<file path="src/sv/drtwp_pkg.sv">
// Shared types, constants and lookup functions for the depth ray to world point block.
package drtwp_pkg;

    localparam int CORDIC_STEPS = 16;
    localparam int CORDIC_N     = (CORDIC_STEPS > 24) ? 24 : CORDIC_STEPS;
    localparam int STEP_W       = (CORDIC_N > 1) ? $clog2(CORDIC_N) : 1;

    localparam int ANG_W = 35;
    localparam int XY_W  = 34;
    localparam int WK_W  = 20;

    typedef logic signed [ANG_W-1:0] ang_t;
    typedef logic signed [XY_W-1:0]  cxy_t;
    typedef logic signed [WK_W-1:0]  wk_t;
    typedef logic signed [16:0]      term_t;
    typedef term_t [8:0]             term_mat_t;

    localparam ang_t ANG_HALF_PI  = 35'sd1686629713;
    localparam ang_t ANG_PI       = 35'sd3373259426;
    localparam cxy_t CORDIC_START = 34'sd652032874;

    localparam logic [2:0] REG_ROLL  = 3'd0;
    localparam logic [2:0] REG_PITCH = 3'd1;
    localparam logic [2:0] REG_YAW   = 3'd2;
    localparam logic [2:0] REG_SX    = 3'd3;
    localparam logic [2:0] REG_SY    = 3'd4;
    localparam logic [2:0] REG_SZ    = 3'd5;
    localparam logic [2:0] REG_FAR   = 3'd6;

    typedef enum logic [2:0] {
        RS_IDLE, RS_LOAD, RS_ITER, RS_ROUND, RS_MATRIX, RS_COMMIT
    } rot_state_t;

    typedef enum logic [3:0] {
        SRC_C1, SRC_S1, SRC_C2, SRC_S2, SRC_C3, SRC_S3, SRC_TA, SRC_TB, SRC_TC
    } op_src_t;

    typedef enum logic [1:0] {MOP_SET, MOP_ADD, MOP_SUB} mop_t;

    typedef struct packed {
        op_src_t    src_a;
        op_src_t    src_b;
        logic [3:0] dst;
        mop_t       op;
    } mstep_t;

    localparam int MSTEPS = 15;

    // destinations 0..8 are matrix entries, 9..11 partial products
    function automatic mstep_t mstep(input logic [3:0] k);
        mstep_t r;
        case (k)
            4'd0:  r = '{SRC_C1, SRC_S2, 4'd9,  MOP_SET};
            4'd1:  r = '{SRC_S1, SRC_S2, 4'd10, MOP_SET};
            4'd2:  r = '{SRC_C3, SRC_S1, 4'd11, MOP_SET};
            4'd3:  r = '{SRC_C1, SRC_C2, 4'd0,  MOP_SET};
            4'd4:  r = '{SRC_TA, SRC_S3, 4'd1,  MOP_SET};
            4'd5:  r = '{SRC_C3, SRC_S1, 4'd1,  MOP_SUB};
            4'd6:  r = '{SRC_S1, SRC_S3, 4'd2,  MOP_SET};
            4'd7:  r = '{SRC_TA, SRC_C3, 4'd2,  MOP_ADD};
            4'd8:  r = '{SRC_C2, SRC_S1, 4'd3,  MOP_SET};
            4'd9:  r = '{SRC_C1, SRC_C3, 4'd4,  MOP_SET};
            4'd10: r = '{SRC_TB, SRC_S3, 4'd4,  MOP_ADD};
            4'd11: r = '{SRC_TC, SRC_S2, 4'd5,  MOP_SET};
            4'd12: r = '{SRC_C1, SRC_S3, 4'd5,  MOP_SUB};
            4'd13: r = '{SRC_C2, SRC_S3, 4'd7,  MOP_SET};
            4'd14: r = '{SRC_C2, SRC_C3, 4'd8,  MOP_SET};
            default: r = '{SRC_C1, SRC_C1, 4'd0, MOP_ADD};
        endcase
        return r;
    endfunction

    function automatic ang_t atan_val(input logic [4:0] i);
        ang_t r;
        case (i)
            5'd0:  r = 35'sd843314856;
            5'd1:  r = 35'sd497837829;
            5'd2:  r = 35'sd263043836;
            5'd3:  r = 35'sd133525158;
            5'd4:  r = 35'sd67021686;
            5'd5:  r = 35'sd33543515;
            5'd6:  r = 35'sd16775850;
            5'd7:  r = 35'sd8388437;
            5'd8:  r = 35'sd4194282;
            5'd9:  r = 35'sd2097149;
            5'd10: r = 35'sd1048575;
            5'd11: r = 35'sd524287;
            5'd12: r = 35'sd262143;
            5'd13: r = 35'sd131071;
            5'd14: r = 35'sd65535;
            5'd15: r = 35'sd32767;
            5'd16: r = 35'sd16383;
            5'd17: r = 35'sd8191;
            5'd18: r = 35'sd4095;
            5'd19: r = 35'sd2047;
            5'd20: r = 35'sd1023;
            5'd21: r = 35'sd511;
            5'd22: r = 35'sd255;
            5'd23: r = 35'sd127;
            default: r = '0;
        endcase
        return r;
    endfunction

    function automatic term_t sat17(input logic signed [24:0] v);
        term_t r;
        if (v > 25'sd65535)
            r = 17'sd65535;
        else if (v < -25'sd65536)
            r = -17'sd65536;
        else
            r = v[16:0];
        return r;
    endfunction

endpackage

</file>
<file path="src/sv/drtwp_rot.sv">
// Rotation matrix builder: shared CORDIC sine/cosine and one multiply per cycle.
module drtwp_rot (
    input  logic                       aclk,
    input  logic                       aresetn,
    input  logic                       start,
    input  logic signed [15:0]         roll_angle,
    input  logic signed [15:0]         pitch_angle,
    input  logic signed [15:0]         yaw_angle,
    output drtwp_pkg::term_mat_t       terms,
    output logic                       busy
);
    import drtwp_pkg::*;

    rot_state_t          state_reg, state_next;
    logic [1:0]          sel_reg, sel_next;
    logic [STEP_W-1:0]   step_reg, step_next;
    logic [3:0]          mstep_reg, mstep_next;
    cxy_t                x_reg, y_reg;
    ang_t                z_reg;
    logic                neg_reg;
    term_t               sn_reg [3];
    term_t               cs_reg [3];
    wk_t                 wk_reg [12];
    wk_t                 acc_reg;
    term_mat_t           terms_reg;

    logic signed [15:0]  ang_cur;
    ang_t                z0;
    cxy_t                xs, ys;
    logic [4:0]          at_idx;
    logic signed [XY_W-15:0] xr, yr;
    term_t               xq, yq;
    mstep_t              ms;
    wk_t                 opa, opb;
    logic signed [2*WK_W-1:0] prod;
    wk_t                 prod_q, acc_new;

    always_ff @(posedge aclk) begin
        if (!aresetn) begin
            state_reg <= RS_IDLE;
            sel_reg   <= '0;
            step_reg  <= '0;
            mstep_reg <= '0;
            for (int i = 0; i < 9; i++)
                terms_reg[i] <= (i % 4 == 0) ? 17'sd32768 : 17'sd0;
        end else begin
            state_reg <= state_next;
            sel_reg   <= sel_next;
            step_reg  <= step_next;
            mstep_reg <= mstep_next;
            if (state_reg == RS_COMMIT && !start) begin
                for (int i = 0; i < 9; i++)
                    terms_reg[i] <= (i == 6) ? -sn_reg[1] : sat17(25'(wk_reg[i]));
            end
        end
    end

    always_comb begin
        state_next = state_reg;
        sel_next   = sel_reg;
        step_next  = step_reg;
        mstep_next = mstep_reg;
        case (state_reg)
            RS_IDLE: ;
            RS_LOAD: begin
                state_next = RS_ITER;
                step_next  = '0;
            end
            RS_ITER: begin
                if (step_reg == STEP_W'(CORDIC_N - 1))
                    state_next = RS_ROUND;
                else
                    step_next = step_reg + 1'b1;
            end
            RS_ROUND: begin
                if (sel_reg == 2'd2) begin
                    state_next = RS_MATRIX;
                    mstep_next = '0;
                end else begin
                    state_next = RS_LOAD;
                    sel_next   = sel_reg + 1'b1;
                end
            end
            RS_MATRIX: begin
                if (mstep_reg == 4'(MSTEPS - 1))
                    state_next = RS_COMMIT;
                else
                    mstep_next = mstep_reg + 1'b1;
            end
            RS_COMMIT: state_next = RS_IDLE;
            default:   state_next = RS_IDLE;
        endcase
        // a new angle write restarts the whole build
        if (start) begin
            state_next = RS_LOAD;
            sel_next   = 2'd0;
        end
    end

    // angle order: yaw, pitch, roll
    always_comb begin
        case (sel_reg)
            2'd0:    ang_cur = yaw_angle;
            2'd1:    ang_cur = pitch_angle;
            default: ang_cur = roll_angle;
        endcase
        z0 = {{(ANG_W-33){ang_cur[15]}}, ang_cur, 17'b0};
    end

    assign xs     = x_reg >>> step_reg;
    assign ys     = y_reg >>> step_reg;
    assign at_idx = 5'(step_reg);

    always_comb begin
        xr = (XY_W-14)'((x_reg + XY_W'(16384)) >>> 15);
        yr = (XY_W-14)'((y_reg + XY_W'(16384)) >>> 15);
        if (xr > 20'sd32768)       xq = 17'sd32768;
        else if (xr < -20'sd32768) xq = -17'sd32768;
        else                       xq = xr[16:0];
        if (yr > 20'sd32768)       yq = 17'sd32768;
        else if (yr < -20'sd32768) yq = -17'sd32768;
        else                       yq = yr[16:0];
        if (neg_reg) begin
            xq = -xq;
            yq = -yq;
        end
    end

    always_ff @(posedge aclk) begin
        case (state_reg)
            RS_LOAD: begin
                x_reg <= CORDIC_START;
                y_reg <= '0;
                if (z0 > ANG_HALF_PI) begin
                    z_reg   <= z0 - ANG_PI;
                    neg_reg <= 1'b1;
                end else if (z0 < -ANG_HALF_PI) begin
                    z_reg   <= z0 + ANG_PI;
                    neg_reg <= 1'b1;
                end else begin
                    z_reg   <= z0;
                    neg_reg <= 1'b0;
                end
            end
            RS_ITER: begin
                if (!z_reg[ANG_W-1]) begin
                    x_reg <= x_reg - ys;
                    y_reg <= y_reg + xs;
                    z_reg <= z_reg - atan_val(at_idx);
                end else begin
                    x_reg <= x_reg + ys;
                    y_reg <= y_reg - xs;
                    z_reg <= z_reg + atan_val(at_idx);
                end
            end
            RS_ROUND: begin
                cs_reg[sel_reg] <= xq;
                sn_reg[sel_reg] <= yq;
            end
            RS_MATRIX: begin
                acc_reg            <= acc_new;
                wk_reg[ms.dst]     <= acc_new;
            end
            default: ;
        endcase
    end

    function automatic wk_t pick(input op_src_t s, input term_t c1, input term_t s1,
                                 input term_t c2, input term_t s2, input term_t c3,
                                 input term_t s3, input wk_t ta, input wk_t tb,
                                 input wk_t tc);
        wk_t r;
        case (s)
            SRC_C1:  r = WK_W'(c1);
            SRC_S1:  r = WK_W'(s1);
            SRC_C2:  r = WK_W'(c2);
            SRC_S2:  r = WK_W'(s2);
            SRC_C3:  r = WK_W'(c3);
            SRC_S3:  r = WK_W'(s3);
            SRC_TA:  r = ta;
            SRC_TB:  r = tb;
            SRC_TC:  r = tc;
            default: r = '0;
        endcase
        return r;
    endfunction

    always_comb begin
        ms  = mstep(mstep_reg);
        opa = pick(ms.src_a, cs_reg[0], sn_reg[0], cs_reg[1], sn_reg[1], cs_reg[2],
                   sn_reg[2], wk_reg[9], wk_reg[10], wk_reg[11]);
        opb = pick(ms.src_b, cs_reg[0], sn_reg[0], cs_reg[1], sn_reg[1], cs_reg[2],
                   sn_reg[2], wk_reg[9], wk_reg[10], wk_reg[11]);
        prod   = opa * opb;
        prod_q = WK_W'(prod >>> 15);
        case (ms.op)
            MOP_SET: acc_new = prod_q;
            MOP_ADD: acc_new = acc_reg + prod_q;
            MOP_SUB: acc_new = acc_reg - prod_q;
            default: acc_new = prod_q;
        endcase
    end

    assign terms = terms_reg;
    assign busy  = (state_reg != RS_IDLE);

endmodule

</file>
<file path="config.mk">
export PLATFORM = sky130hd
export DESIGN_NAME = drtwp_rot
export DESIGN_NICKNAME = d
export VERILOG_FILES = /design/src/sv/drtwp_pkg.sv /design/src/sv/drtwp_rot.sv
export SDC_FILE = /design/constraint.sdc
export NUM_CORES = 2
export LEC_CHECK = 0
export ABC_AREA = 1
export BUFFER_PORTS_ARGS = -buffer_cell sky130_fd_sc_hd__clkbuf_2
export CAP_MARGIN = 10
export CORE_MARGIN = 1
export CORE_UTILIZATION = 52
export DETAILED_ROUTE_END_ITERATION = 6
export PLACE_DENSITY = 0.7
export SYNTH_ARGS = -nofsm -noshare
export SYNTH_HDL_FRONTEND = slang
export SYNTH_SLANG_ARGS = --single-unit
</file>
<file path="constraint.sdc">
create_clock -name aclk -period 11.9 [get_ports aclk]
set_clock_uncertainty 0.05 [all_clocks]
set_input_delay 1.785 -clock aclk [delete_from_list [all_inputs] [get_ports aclk]]
set_output_delay 1.785 -clock aclk [all_outputs]
set_load 0.05 [all_outputs]
</file>
==> impl_metrics.json <==
{
  "antenna_found_initial": 3,
  "worstMarginPinSlew_ns": 1.12,
  "dr.pass1.iters": 6,
  "endpoint_kind": "register",
  "slew_violations": 0,
  "worstSetupStartpointType": "register",
  "largest_reg_flops": 220,
  "fin_hold_ws_ns": 0.412,
  "drtIter0Drc": 3908,
  "synthToLayoutAreaGrowth_pct": 10.7,
  "timing.final.crit_period_ns": 11.15,
  "wl_um": 160000,
  "post_drt_wl_per_cell_um": 18.9,
  "reg2regPathDepth": 52,
  "cp_slowest_stage_delay_ns": 0.56,
  "grt_usage": 0.306,
  "ir_drop_mv": 0.262,
  "grt_pass1_wl_um": 250000,
  "finalCritPeriodShare": 0.937,
  "cts_buffer_depth": 3,
  "crit_type": "register to register",
  "p_sw_uw": 3730,
  "cts_tree": "built",
  "grt_remaining_overflow": 0,
  "yosys_warnings": 0,
  "critPathBufInv": 16,
  "finalHoldViolCount": 0,
  "die_width_um": 324,
  "synth_cells": 6816,
  "slew_headroom": 0.254,
  "synthFlopType": "edfxtp_1",
  "leakagePower_uw": 0.0283,
  "path_clk_slew_ns": 0.06,
  "rsz0062_at_grt": "false",
  "outcome": "finished clean",
  "placedCellCount": 8339,
  "nFillCells": 9443,
  "synthArstFlopShare": 0,
  "setup_violations": 0,
  "crit_cells": 52,
  "slowest_stage": "fa_1",
  "die-area_um2": 105000,
  "p_per_area_nw_per_um2": 155,
  "start_util": 0.527,
  "clock-sinks": 654,
  "p_clk_frac": 0.249,
  "worstPathArrival_ns": 11.50,
  "cts_root_buf": "clkbuf_16",
  "synthesis.area_um2": 53800,
  "drive_above_1_share": 0.0899,
  "grt_pass1_vias": 45300,
  "hold_depth": 2,
  "htree_levels": 3,
  "pwr-share-seq": 0.314,
  "grt_max_degree": 89,
  "hold_path_class": "register to register",
  "core.rowCount": 117,
  "fin_cells": 8476,
  "syn-num-nets": 7493,
  "drv_cap": 0,
  "io_buffers": 204,
  "synth_enable_flop_cells": 446,
  "post_cts_buffers": 0,
  "timing.setup.tns_ns": 0,
  "die_y_um": 324,
  "synth_seq_cells": 654,
  "cts_buffers": 73,
  "synthDistinctLibCells": 62,
  "cp_top_family": "adder cells",
  "final_nets": 7723,
  "synth_area_per_cell_um2": 7.89,
  "fmax_mhz": 89.7,
  "core_area_um2": 102000,
  "gp_congestion": 1.02,
  "vias": 46900,
  "drc_errors": 0,
  "combPwrFrac": 0.437,
  "crit_required_ns": 12.25,
  "swShare": 0.403,
  "crit_fanout": 16,
  "postRouteAntennaNets": 0,
  "avgViaCountPerCell": 5.53,
  "io_pins": 205,
  "detailed_place_hpwl_um": 122000,
  "clock_latency_ns": 0.67,
  "seq_area_frac_synth": 0.326,
  "internal_power_uw": 5510
}
## power groups by stage
stage | combinational, uW | clock, uW | sequential, uW
after floorplan | 2400 | 0 | 2950
after global placement | 3960 | 0 | 2950
after detailed placement | 4010 | 0 | 2950
after CTS | 4030 | 2330 | 2900
after global routing | 4460 | 2420 | 2900
final | 4040 | 2300 | 2900
## cell type report
| type | instances | area, um^2 | area share |
|---|---|---|---|
| inverter | 1243 | 4670 | 0.0785 |
| antenna | 1 | 2.50 | 0.0000420 |
| timing repair buffer | 386 | 2460 | 0.0414 |
| sequential | 654 | 17600 | 0.295 |
| tap | 1368 | 1710 | 0.0287 |
| clock buffer | 93 | 2010 | 0.0337 |
| clock inverter | 43 | 440 | 0.00740 |
| multi-input combinational | 4688 | 30700 | 0.515 |
## logic make-up (layout without fill, tap and decap cells)
group,Yosys count,after routing,synth area share
and+or+nand+nor,2546,2546,0.198
buffers and inverters,1474,1765,0.105
AOI/OAI and AO/OA,1275,1275,0.131
DFF,654,654,0.326
adders and majority gates,626,626,0.198
xor gates and xnor gates,196,196,0.0330
muxes,45,45,0.00837
other,0,1,0
## worst reg2reg max path: cells and delay by family (launching register included)
kind | cells | cell delay (ns)
flip-flops | 1 | 0.46
AO/OA/AOI/OAI | 6 | 1.16
buffers and inverters | 16 | 1.95
XOR/XNOR | 1 | 0.15
adder cells (fa/ha/maj) | 9 | 4.23
AND/OR/NAND/NOR | 20 | 2.90
## synthesized netlist by cell type, types with 21 or more instances
cell	instances	area [um^2]
nand2_1	1558	5850
inv_1	1210	4540
o21ai_0	535	2680
nor2_1	450	1690
edfxtp_1	446	13400
a21oi_1	443	2220
fa_1	375	7510
ha_1	251	3140
nand3_1	250	1250
dfxtp_1	208	4160
clkbuf_1	166	623
xor2_1	136	1190
nor3_1	86	430
nand4_1	70	438
xnor2_1	54	473
mux2i_1	45	450
o21ai_1	41	205
buf_2	37	185
nor4_1	34	213
a221oi_1	33	289
o211ai_1	30	225
a31oi_1	28	175
o22ai_1	26	163
o21a_1	25	188
inv_2	21	78.8
or2_2	21	131
## cells in the final DEF, fill, tap and decap left out, types with 18 or more instances in the layout
cell type / count
nand4_1: 70
a21o_1: 18
a221oi_1: 33
buf_4: 176
mux2i_1: 45
nand2_1: 1557
a31oi_1: 28
a21oi_1: 443
clkbuf_2: 204
edfxtp_1: 446
clkbuf_16: 76
xor2_1: 136
clkinv_1: 24
o31ai_1: 18
nor2_1: 447
xnor2_1: 54
o21ai_0: 519
dfxtp_1: 205
nand3_1: 249
nor4_1: 29
o21ai_1: 55
o22ai_1: 26
or2_2: 21
fa_1: 375
inv_2: 24
ha_1: 251
o21a_1: 25
inv_1: 1204
o211ai_1: 30
nor3_1: 85
## worst paths after layout
| path | start | to | slack, ns |
|---|---|---|---|
| setup / recovery | ms[10]$_DFF_P_ | wk_reg[7][19]$_DFFE_PP_ | 0.75 |
| hold reg to reg | terms[125]$_SDFFE_PN0P_ | terms[125]$_SDFFE_PN0P_ | 0.41 |
| hold / removal | terms[125]$_SDFFE_PN0P_ | terms[125]$_SDFFE_PN0P_ | 0.41 |
| setup reg to reg | ms[10]$_DFF_P_ | wk_reg[7][19]$_DFFE_PP_ | 0.75 |
## metrics by stage
| step | area, um^2 | setup slack [ns] | power [uW] | util |
|---|---|---|---|---|
| CTS | 59500 | 0.347 | 9260 | 0.582 |
| finish | 59500 | 0.750 | 9240 | 0.583 |
| global route | 59500 | 0.00925 | 9780 | 0.583 |
| floorplan | 53800 | 1.79 | 5340 | - |
| global placement | 57100 | 0.633 | 6910 | 0.559 |
| detailed placement | 57100 | 0.423 | 6960 | 0.559 |
## metal layers
metal	part of all wire	up-vias	track usage	routed length (um)
li1	-	22500	-	-
met1	0.41	22200	0.394	65800
met2	0.48	1746	0.513	76000
met3	0.061	382	0.0371	9820
met4	0.051	0	0.142	8230
met5	0	-	0	0
## repair_timing
| item | CTS | global route |
|---|---|---|
| hold buffers | 0 | 0 |
| resized for setup | 0 | 7 |
| endpoints found under the setup margin | 0 | 72 |
No activity file was read; power rests on OpenSTA's default activity.
